<file path="config.mk">
export PLATFORM = sky130hd
export DESIGN_NAME = cdc_div
export DESIGN_NICKNAME = d
export VERILOG_FILES = /design/src/sv/cdc_div.sv
export SDC_FILE = /design/constraint.sdc
export NUM_CORES = 1
export LEC_CHECK = 0
export ABC_AREA = 1
export BUFFER_PORTS_ARGS = -buffer_cell sky130_fd_sc_hd__buf_2
export CAP_MARGIN = 10
export CORE_MARGIN = 2
export CORE_UTILIZATION = 48
export DETAILED_ROUTE_END_ITERATION = 8
export PLACE_DENSITY = 0.8
export SYNTH_ARGS = -nofsm -noshare
export SYNTH_HDL_FRONTEND = slang
export SYNTH_SLANG_ARGS = --single-unit
</file>
<file path="constraint.sdc">
create_clock -name i_clk -period 1.9 [get_ports i_clk]
set_clock_uncertainty 0.1 [all_clocks]
set_input_delay 0.19 -clock i_clk [delete_from_list [all_inputs] [get_ports i_clk]]
set_output_delay 0.19 -clock i_clk [all_outputs]
set_load 0.005 [all_outputs]
</file>
<file path="src/sv/cdc_div.sv">
// ----------------------------------------------------------------------------
// cdc_div
// Restoring divider, one quotient bit per cycle: 64-bit magnitude by a
// 17-bit divisor, done pulse after 64 steps.
// ----------------------------------------------------------------------------
module cdc_div (
    input  logic        i_clk,
    input  logic        i_rst_n,
    input  logic        i_start,
    input  logic [63:0] i_dividend,
    input  logic [16:0] i_divisor,
    output logic        o_done,
    output logic [63:0] o_quotient
);
    logic        r_busy;
    logic        r_done;
    logic [5:0]  r_cnt;
    logic [63:0] r_q;
    logic [16:0] r_rem;
    logic [16:0] r_d;
    logic [17:0] trial;
    logic [17:0] diff;
    logic        ge;

    // trial subtract of one step
    always_comb begin
        trial = {r_rem, r_q[63]};
        diff  = trial - {1'b0, r_d};
        ge    = trial >= {1'b0, r_d};
    end

    // control
    always_ff @(posedge i_clk) begin
        if (!i_rst_n) begin
            r_busy <= 1'b0;
            r_done <= 1'b0;
            r_cnt  <= '0;
        end else begin
            r_done <= 1'b0;
            if (i_start) begin
                r_busy <= 1'b1;
                r_cnt  <= '0;
            end else if (r_busy) begin
                r_cnt <= r_cnt + 6'd1;
                if (r_cnt == 6'd63) begin
                    r_busy <= 1'b0;
                    r_done <= 1'b1;
                end
            end
        end
    end

    // datapath
    always_ff @(posedge i_clk) begin
        if (i_start) begin
            r_q   <= i_dividend;
            r_rem <= '0;
            r_d   <= i_divisor;
        end else if (r_busy) begin
            r_q   <= {r_q[62:0], ge};
            r_rem <= ge ? diff[16:0] : trial[16:0];
        end
    end

    assign o_done     = r_done;
    assign o_quotient = r_q;
endmodule

</file>
# ---- Word level (Yosys, flattened, before mapping)
# Index checks and enable logic that the tools add are counted.
dict set report totals {
  regBits 106
  input_bits 84
  output_inout_bits 65
  elab_cells 22
}
dict set report op_classes {
  addsub 2
  magnitude_cmp 1
  eq_ne 1
  muxes 7
  n_bitwise 2
  reduce_logical 3
}
# operator count
set op_table {}
lappend op_table {{$mux W64} 2}
lappend op_table {{$ge A18 B17 Y1} 1}
lappend op_table {{$mux W17} 1}
lappend op_table {{$sub A17 B17 Y17} 1}
lappend op_table {{$add A6 B1 Y6 const B} 1}
lappend op_table {{$eq A6 B6 Y1 const B} 1}
lappend op_table {{$mux W1} 4}
lappend op_table {{$reduce_or A3 Y1} 1}
lappend op_table {{$not A1 Y1} 2}
lappend op_table {{$reduce_bool A2 Y1} 1}
lappend op_table {{$reduce_or A2 Y1} 1}

# ---- Depth between registers and ports, before layout
dict set report depth {
  word_depth 4
  mapped_depth 15
  ltp_nobuf 15
}

# ---- Least setup slack after synthesis
# Ideal clock, no wire load.
dict set report synth_path {
  path_type {register to register}
  from {reg r_q[63], in the netlist o_quotient[63]}
  to {reg r_rem[6]}
  setup_time_ns 0.157
  arrival_ns 1.801
  required_time_ns 1.643
  path_slack_ns -0.158
  stages_incl_launch_ff 13
  path_buffers 2
  synth_period_minus_slack_ns 2.058
  path_cell_list {edfxtp_1 inv_1 ha_1 inv_1 fa_1 nand3_1 nand3_2 nand2_2 buf_6 buf_6 nand3_1 nand3_1 o21ai_1}
}
dict set report synth_via {
  elab_chain_cells 2
  elab_cells_between_ends 3
  classes_between {add/sub (1); order compare (1); mux (1)}
}
# item line
set synth_lines {}
lappend synth_lines {{start: declaration} 18} ;# logic [63:0] r_q;
lappend synth_lines {{start signal: assignment} 56} ;# r_q <= i_dividend;
lappend synth_lines {{start signal: assignment} 60} ;# r_q <= {r_q[62:0], ge};
lappend synth_lines {{$sub A17 B17 Y17 / $ge A18 B17 Y1 (equally long branches)} {28, 29}}
lappend synth_lines {{$mux W17 *} 61} ;# r_rem <= ge ? diff[16:0] : trial[16:0];
lappend synth_lines {{end signal: assignment} 61}
lappend synth_lines {{end: declaration} 19} ;# logic [16:0] r_rem;
# Mark *: on every way between the ends. The rest lies on a longest branch, timed or not.
# A chain may end at the register's enable or synchronous reset.

# ---- Final worst setup path
dict set report layout_path {
  from {reg r_q[63], in the netlist o_quotient[63]}
  to {reg r_rem[12]}
}
# Same word-level chain as after synthesis.

==> reports/summary.txt <==
delay-heaviest family, CP: simple AND/OR/NAND/NOR gates
number of global-route vias before repair: 5063
largest net degree at the start of global routing: 58
nets: 1008
Remaining DRCs: 0
failing checks: setup timing
type of the most critical hold path: primary input to register
CTS buffer count: 9
vias per cell: 4.96
CP arrival: 2.18 ns
Final Power: 5.61 mW
dpl hpwl: 9.97 mm
antenna violations before repair: 0
r2r startpoint: o_quotient[63]$_DFFE_PP_
# clock sinks: 106
worst-skew pair later-pin latency: 0.35 ns
largest area contributor in the netlist: edfxtp_1
Area Growth Syn to Fin: 40.8%
share of layout cells above drive strength 1: 0.311
Power per Cell Area: 724 mW/mm²
final worst path period share: 1.05
DR vias: 5221
final worst setup slack: -0.0903 ns
Yosys top cell area share: 0.442
CP Launch Type: register
pre-CTS setup slack: -0.172 ns
Reg clk slew, reported paths: 0.07 ns
Req. time, crit path: 2.09 ns
core area: 0.0113 mm²
iteration-0 DRC count of the detailed router: 289
commonest non-fill, non-tap cell in the layout: nand2_1
fillers: 903
DR pass1 iterations: 5
RSZ-0062 raised after global routing: yes
worst-path cell chain: inv_2, ha_4, inv_2, fa_2, nand3_2, nand3_4, nand2_4, nand2_4, buf_12, nand2_1, nand3_1, nand2_1
# IOs: 149
CP Capture Type: register
first-pass GRT wire length: 23.7 mm
Largest stage delay, worst path: 0.40 ns
critical path class: register to register
Gate Count Post-Synth: 680
Syn Nets: 783
starting density of the core: 0.486
CTS max path bufs: 2
antenna-violating nets left: 0
Max Fanout on Critical Path: 6
Area contributors post-synth: edfxtp_1 44%, nand2_1 22%, dfxtp_1 9.1%
GRT Residual Overflow: 0
CTS H-Tree Depth: 3
critical path's slowest cell: edfxtp_1
CTS root buffer: clkbuf_16
Max Slew Vio Count: 0
DIE WIDTH: 111 µm
Tmin final: 1.99 ns
worst path bufs/invs: 3
Final GP Congestion: 0.930
Die Y: 111 µm
leakage power: 3.94 nW
unique cell type count in the Yosys netlist: 30
dpl cells: 986
die area: 0.0123 mm²
worst reg-to-reg setup slack: -0.09 ns
worst slew pin tran: 0.551 ns
Final Hold Viols: 0
final cell count without fillers: 1053
ANT cells: 0
most frequent cells in the layout: 303 x nand2_1, 148 x buf_2, 81 x edfxtp_1
Rel. slew slack: 0.632
CTS tree: yes
VDD IR max: 675 µV
hold path startpoint: i_dividend[8]
yosys warns: 0
DR WL/cell: 14.1 µm
row count: 39
fmax: 502 MHz
status: complete, but fails checks
final wirelength: 14.8 mm
Finish-stage setup viols: 18
Worst Setup SP: o_quotient[63]$_DFFE_PP_
max cap viols: 0
sequential area share after synthesis: 0.533
syn avg cell area: 8.10 µm²
PortBufs: 148
Cell Area, Synth: 0.00551 mm²
flops & latches, synth: 106
GR Util All Layers: 0.240
[path summary, 6_finish.rpt]
| kind | endpoint | cells after the start |
|---|---|---|
| setup / recovery | r_rem[12]$_SDFFE_PP0P_ | 12 |
| hold / removal | o_quotient[8]$_DFFE_PP_ | 3 |
| setup reg to reg | r_rem[12]$_SDFFE_PP0P_ | 12 |
| hold reg to reg | r_rem[13]$_SDFFE_PP0P_ | 2 |
[Yosys cell counts]
cell type and instances:
nor3b_1 1, o21ai_1 5, nor2_2 3, nor3_1 7, buf_6 4, o211ai_1 1
buf_2 1, inv_2 4, xnor2_1 5, dfxtp_1 25, nand3b_1 6, nand3_1 48
a31oi_1 3, nor2_1 23, nand2_2 4, a21oi_1 12, nand3_2 1, and2_1 2
ha_1 18, nand4_1 1, inv_1 74, o21ai_0 7, o21bai_1 2, xor2_1 2
nand2_1 323, fa_1 1, buf_1 6, clkbuf_1 9, buf_4 1, edfxtp_1 81
[state kept, by name (all words and copies together) (netlist names)]
register	count
o_quotient	64
r_d	17
r_rem	17
r_cnt	6
o_done	1
r_busy	1
[per-stage QoR]
stage          cell area, µm²  utilization  hold slack (ns)  setup TNS, ns
2_1_floorplan            5520            -            0.189         -0.377
3_3_place_gp             6640        0.587            0.267         -0.459
3_5_place_dp             6640        0.587            0.268          -1.25
4_1_cts                  7610        0.673         0.000125         -0.382
5_1_grt                  7750        0.685          0.00972          -3.07
6_report                 7750        0.685          0.00991         -0.997
[cells by family (layout without fill, tap and decap cells)]
family                   after synthesis  count (layout)  synth area share
AND/OR/NAND/NOR                      419             419             0.309
XOR/XNOR                               7               7            0.0111
flip-flops                           106             106             0.533
buffers and inverters                 99             329            0.0738
adder cells (fa/ha/maj)               19              19            0.0445
AO/OA/AOI/OAI                         30              30            0.0293
[layout make-up]
cell class                 count  area (µm²)  area share
inverter                      78         293      0.0378
clock inverter                 5        62.6     0.00807
clock buffer                  11         233      0.0300
tap                          143         179      0.0231
timing repair buffer         235        1580       0.204
sequential                   106        2930       0.378
multi-input combinational    475        2470       0.319
[power breakdown]
| part | switching, mW | leakage [nW] | internal (mW) |
|---|---|---|---|
| Sequential | 0.0970 | 1.03 | 2.71 |
| Combinational | 0.469 | 2.77 | 0.437 |
| Clock | 0.857 | 0.142 | 1.04 |
[worst register-to-register path, stage by stage, from the launching register on]
cell	delay, ns
edfxtp_1	0.40
inv_2	0.10
ha_4	0.13
inv_2	0.04
fa_2	0.40
nand3_2	0.10
nand3_4	0.08
nand2_4	0.11
nand2_4	0.09
buf_12	0.15
nand2_1	0.06
nand3_1	0.09
nand2_1	0.09
[metal layers]
metal	vias up	share of wire	global-route usage
met5	-	0	0
met4	0	0.024	0.0831
met3	31	0.072	0.0711
met2	199	0.49	0.411
met1	2381	0.41	0.289
li1	2610	-	-
[what timing repair did]
item                       in CTS  in global routing
pin swaps                      17                 15
buffers inserted               13                  1
hold buffers                   34                  0
gates resized for setup        51                 28
hold endpoints to repair       34                  0
setup endpoints to repair      18                 18
gates cloned                    2                  1
(Power assumes the default switching activity.)
