<file path="src/sv/cdc_ram.sv">
// ----------------------------------------------------------------------------
// cdc_ram
// Generic single-port-write, single-port-read RAM with registered read data.
// ----------------------------------------------------------------------------
module cdc_ram #(
    parameter int WIDTH = 16,
    parameter int DEPTH = 256
) (
    input  logic                     i_clk,
    input  logic                     i_we,
    input  logic [$clog2(DEPTH)-1:0] i_waddr,
    input  logic [WIDTH-1:0]         i_wdata,
    input  logic [$clog2(DEPTH)-1:0] i_raddr,
    output logic [WIDTH-1:0]         o_rdata
);
    logic [WIDTH-1:0] r_mem [DEPTH];

    // write and registered read
    always_ff @(posedge i_clk) begin
        if (i_we) begin
            r_mem[i_waddr] <= i_wdata;
        end
        o_rdata <= r_mem[i_raddr];
    end
endmodule

</file>
<file path="config.mk">
export PLATFORM = sky130hd
export DESIGN_NAME = cdc_ram
export DESIGN_NICKNAME = d
export VERILOG_FILES = /design/src/sv/cdc_ram.sv
export SDC_FILE = /design/constraint.sdc
export NUM_CORES = 2
export LEC_CHECK = 0
export BUFFER_PORTS_ARGS = -buffer_cell sky130_fd_sc_hd__buf_4
export CORE_ASPECT_RATIO = 1.25
export CORE_UTILIZATION = 47
export CTS_CLUSTER_SIZE = 25
export DETAILED_ROUTE_END_ITERATION = 8
export HOLD_SLACK_MARGIN = 0.15
export PLACE_DENSITY_LB_ADDON = 0.2
export SLEW_MARGIN = 0
export SYNTH_ARGS = -nofsm -noshare
export SYNTH_HDL_FRONTEND = slang
export SYNTH_SLANG_ARGS = --single-unit
</file>
<file path="constraint.sdc">
create_clock -name i_clk -period 2.5 [get_ports i_clk]
set_input_delay 0.25 -clock i_clk [delete_from_list [all_inputs] [get_ports i_clk]]
set_output_delay 0.25 -clock i_clk [all_outputs]
set_load 0.1 [all_outputs]
</file>
# Word-level counts from Yosys, hierarchy flattened
# Memory sizes are Yosys's and may differ from the RTL's. A register that Yosys moved wholly into a read port is not among the register bits.
# Cells that the tools add are included.
# classes
mux,2
# op_table
operator,count
1-bit two-way mux,2
# word_totals
reg_bits,0
inputBits,34
word_cells,3
memories,1
ramBits,4096
output_inout_bits,16
# mem_list
memory,depth,width,read_ports,rd_ports_with_merged_regs,write_ports,line,source
r_mem,256,16,1,1,1,16,logic [WIDTH-1:0] r_mem [DEPTH];

# Logic depth before layout (Yosys ltp)
# depth
ltp_word,2
mapped_depth,12

# Worst setup path after synthesis
# No wires, ideal clock.
# synth_path
path_type,input to register
start,input i_waddr[3]
end,"memory r_mem[235][0], enable pin"
cell_stages,6
required_time_ns,2.112
slack_ns,0.085
n_path_buf,3
t_arrival_ns,2.027
cell_sequence,clkbuf_1 nor2b_1 clkbuf_1 nand4_1 clkbuf_1 nor2_1
# synth_rtl
item,line,source
"start, declared",11,"input logic [$clog2(DEPTH)-1:0] i_waddr,"
"end, declared",16,
# No word-level cell before the write port.

==> flow_results.org <==
** GRT
- Overall overflow remaining after global route :: 0
- Vias in the first global route :: 81,230
- The number of antenna violations at the first check in global routing is 21.
- Total track usage :: 0.2534
- Maximum number of pins on one net before global-route repair :: 96
- The first global-routing pass estimated 610,000 µm of wire.

** STA
- Number of setup violations in the final report :: 3
- Period Utilization, post-route :: 1.032
- For the final database, setup skew stands at 0.06131 ns.
- Slew @ Worst Pin :: 1.186 ns
- Headroom to the max-slew limit :: 0.2030
- Time the worst path needs with I/O delays and setup :: 2.581 ns
- The number of max-slew violations in the final report was 0.
- Worst Setup Slack, final :: -0.08051 ns
- Based on the critical path, the design can be clocked at up to 0.3875 GHz.
- RSZ-0062 raised after global routing :: yes
- The count of endpoints failing hold in the final timing report came to 0.

** Place
- Number of buffer cells added on primary ports :: 49
- Once detailed placement completed, the half-perimeter wirelength came to 273,700 µm.
- Instance area after placement :: 173,200 µm²
- Last weighted congestion value of the routability-driven placer :: 0.9127

** Power and ir drop
- The share of total power dissipated in sequential elements is 0.526.
- The share of total power dissipated in combinational logic is 0.059.
- The share of total power dissipated in the clock network is 0.415.
- The analysis attributes to net switching a power of 30.77 mW.
- Power Internal :: 113.9 mW
- Of the total power, the share spent switching nets is 0.2126.
- Across the VDD grid, the largest voltage drop is 527.4 µV.
- In this run the power density over the cells is 774.1 nW/µm².
- Post-layout total power :: 144.7 mW
- Leak :: 60.55 nW

** Synth
- Number of warnings printed during yosys synthesis :: 0
- In the synthesized netlist the async set-or-reset flop fraction comes to 0.
- Seq/Total Area, Yosys :: 0.7770
- Number of library cell types mapped by synthesis :: 52
- Avg Synthesized Cell Area :: 21.56 µm²
- Among all flip-flop cells after synthesis, the most frequent one is sky130_fd_sc_hd__edfxtp_1.
- Synthesis handed over a netlist of 7,360 instances.
- Counting flops and latches in the post-synthesis netlist gives 4,112.
- Net count after synthesis :: 7,394
- EDFF count, synth :: 4,096
- The mapped netlist covers 158,700 µm².

** Route
- In the final routed layout, each cell accounts on average for 32.85 µm.
- In this run, the number of DRC markers left after iteration 0 of detailed routing was 9,552.
- Post-route ant nets :: 0
- The pre-antenna-repair detailed-routing pass consisted of 6 iterations.
- For this block, wires on met1 add up to 171,200 µm.
- Metal3 WL :: 30,410 µm
- For this run, design rule violations remaining after detail routing come to 0.
- Highest metal layer with signal wires :: met5
- Met2 Routed Length :: 213,600 µm
- Routed via count :: 80,890
- Wires add up to 433,900 µm.
- Using the TritonRoute via totals, the vias-per-cell ratio works out to 6.124.

** Floorplan
- The initial utilization of the core area, before any placement, comes to 0.4721.
- The die covers 340,000 µm².
- Core Area :: 336,200 µm²
- Number of I/O pins :: 50
- Number of rows in the core area :: 238
- In this run the vertical extent of the chip is 651.7 µm.
- Die Wd :: 521.8 µm

** Cells and area
- From synthesis to final layout, the design area changed by 17.78%.
- Leaving out fill and tap cells, the most frequent cells in the layout are 4,096 x sky130_fd_sc_hd__edfxtp_1, 865 x sky130_fd_sc_hd__buf_4, 797 x sky130_fd_sc_hd__mux4_2.
- Post-layout nets :: 8,482
- Post-route cell area :: 186,900 µm²
- Fraction of layout instances using a drive strength above 1 :: 0.3112
- Commonest non-fill, non-tap cell in the layout :: sky130_fd_sc_hd__edfxtp_1

** Min path
- The path with the worst hold slack has its endpoint at o_rdata[12].
- Worst hold path class :: in2reg
- Beginning of the worst hold path :: i_raddr[5]
- Counting instances, the worst hold path has a depth of 5.

** Outcome
- Result of the run :: complete, but fails checks
- Violations in the final reports :: setup timing

** Setup path
- Across all register-to-register paths, the minimum setup slack is 0 ns.
- Startpoint of the most critical register-to-register path :: r_mem[128][13]
- WS Path Type :: in2reg
- Of all nets on the critical path, the largest fanout is 25.
- Worst Reg2Reg Path Length in Cells :: 8
- STA puts the critical path data required time at 3.34 ns.
- Worst setup EP type :: register
- Worst path arrival time :: 3.42 ns
- Endpoint of the lowest-slack register-to-register path :: o_rdata[13]
- The worst setup path is launched from an input pin.

** Clock tree
- The root buffer cell chosen for the clock tree is sky130_fd_sc_hd__clkbuf_16.
- The clock passes through at most 4 buffers.
- The clock drives 4,112 sinks.
- In this run the number of H-tree levels came out at 5.
- Clock latency on the worst-skew pair, taken at its later pin, is 0.93 ns.
- Clock transition at the register clock pins on the worst setup and hold paths after CTS :: 0.07 ns
- Number of buffers created by CTS :: 395
- TritonCTS clock tree :: yes

** Job
- The tool flagged a number of max-cap violations equal to 0.
## worst max path at each step
stage / from / slack (ns) / end
6_report: i_raddr[1] / -0.08 / o_rdata[8]
3_5_place_dp: i_raddr[0] / -1.55 / o_rdata[11]
3_3_place_gp: i_raddr[0] / -1.55 / o_rdata[11]
4_1_cts: r_mem[26][14] / -0.03 / o_rdata[14]
5_1_grt: r_mem[30][15] / -0.02 / o_rdata[15]
2_1_floorplan: i_waddr[3] / 0.08 / r_mem[235][0]
## what timing repair did
item	4_1_cts	5_1_grt
gates cloned	1	3
setup buffers	0	0
resized for setup	42	31
pin swaps	9	10
endpoints found under the hold margin	2989	0
endpoints found under the setup margin	11	16
hold buffers	25	0
## critical path: stages
cell and delay [ns]:
sky130_fd_sc_hd__buf_8 0.16, sky130_fd_sc_hd__buf_4 0.27, sky130_fd_sc_hd__or2_4 0.30, sky130_fd_sc_hd__buf_12 0.16, sky130_fd_sc_hd__buf_12 0.17, sky130_fd_sc_hd__buf_4 0.20
sky130_fd_sc_hd__o22ai_1 0.13, sky130_fd_sc_hd__buf_4 0.16, sky130_fd_sc_hd__mux2i_2 0.12, sky130_fd_sc_hd__a22oi_2 0.49, sky130_fd_sc_hd__nand4_1 0.49, sky130_fd_sc_hd__nor4_2 0.36
## stage by stage
step	utilization	TNS [ns]	hold WS, ns	setup slack [ns]	cells
floorplan	-	0	0.3489	0.08500	7360
global placement	0.5152	-17.60	0.6477	-1.553	12460
detailed placement	0.5152	-17.74	0.6440	-1.551	12460
CTS	0.5552	-0.02902	0.1613	-0.02902	13200
global route	0.5560	-0.02212	0.2231	-0.02212	13210
finish	0.5560	-0.1648	0.1935	-0.08051	13210
## logic make-up after synthesis
group	synth area share
multiplexers	0.1550
flip-flops	0.7770
buffers and inverters	0.01693
AND/OR/NAND/NOR	0.01574
AO/OA/AOI/OAI	0.03537
## power by group through the flow
stage          logic, mW  clock network (mW)  registers (mW)
3_3_place_gp        8.26                   0            77.6
5_1_grt             8.91                63.3            76.1
2_1_floorplan       3.75                   0            77.9
4_1_cts             8.52                60.9            76.1
3_5_place_dp        8.38                   0            77.6
6_report            8.55                60.0            76.1
## routing by layer
| metal | GRT usage | vias up |
|---|---|---|
| met5 | 0 | - |
| li1 | - | 33480 |
| met3 | 0.03617 | 698 |
| met2 | 0.4181 | 3426 |
| met1 | 0.3414 | 43290 |
| met4 | 0.1003 | 8 |
## final cells by class
| class | instances | area [µm²] |
|---|---|---|
| Fill cell | 24920 | 149300 |
| Sequential cell | 4112 | 123300 |
| Clock buffer | 469 | 10400 |
| Tap cell | 4440 | 5555 |
| Inverter | 4 | 27.53 |
| Antenna cell | 5 | 12.51 |
| Multi-Input combinational cell | 2792 | 33420 |
| Timing Repair Buffer | 1143 | 11710 |
| Clock inverter | 244 | 2490 |
## cells in the mapped netlist, types with 9 or more instances
| master | instances | area [µm²] |
|---|---|---|
| sky130_fd_sc_hd__o221ai_1 | 252 | 2207 |
| sky130_fd_sc_hd__o32ai_1 | 20 | 175.2 |
| sky130_fd_sc_hd__buf_4 | 26 | 195.2 |
| sky130_fd_sc_hd__buf_8 | 11 | 165.2 |
| sky130_fd_sc_hd__nand4_1 | 26 | 162.7 |
| sky130_fd_sc_hd__a211oi_1 | 18 | 135.1 |
| sky130_fd_sc_hd__o21ai_0 | 37 | 185.2 |
| sky130_fd_sc_hd__o31ai_1 | 16 | 120.1 |
| sky130_fd_sc_hd__nor3_1 | 92 | 460.4 |
| sky130_fd_sc_hd__nor2b_1 | 9 | 56.30 |
| sky130_fd_sc_hd__edfxtp_1 | 4096 | 123000 |
| sky130_fd_sc_hd__a221oi_1 | 28 | 245.2 |
| sky130_fd_sc_hd__a22o_1 | 32 | 280.3 |
| sky130_fd_sc_hd__a22oi_1 | 43 | 322.8 |
| sky130_fd_sc_hd__clkbuf_1 | 230 | 863.3 |
| sky130_fd_sc_hd__o22ai_1 | 148 | 925.9 |
| sky130_fd_sc_hd__and3_1 | 11 | 68.82 |
| sky130_fd_sc_hd__dfxtp_1 | 16 | 320.3 |
| sky130_fd_sc_hd__nor2_1 | 304 | 1141 |
| sky130_fd_sc_hd__mux4_2 | 797 | 17950 |
| sky130_fd_sc_hd__buf_1 | 27 | 101.4 |
| sky130_fd_sc_hd__a21oi_1 | 175 | 875.8 |
| sky130_fd_sc_hd__buf_6 | 77 | 867.1 |
| sky130_fd_sc_hd__nor4_1 | 17 | 106.4 |
| sky130_fd_sc_hd__mux2i_1 | 565 | 5655 |
| sky130_fd_sc_hd__buf_2 | 76 | 380.4 |
| sky130_fd_sc_hd__nand3_1 | 35 | 175.2 |
| sky130_fd_sc_hd__mux2_2 | 88 | 991.0 |
| sky130_fd_sc_hd__nand2_1 | 38 | 142.6 |
## flip-flops by register name (all words and copies together) (netlist names)
register  count
o_rdata      16
r_mem      4096
Note: power is estimated with default switching activity, not from simulation.
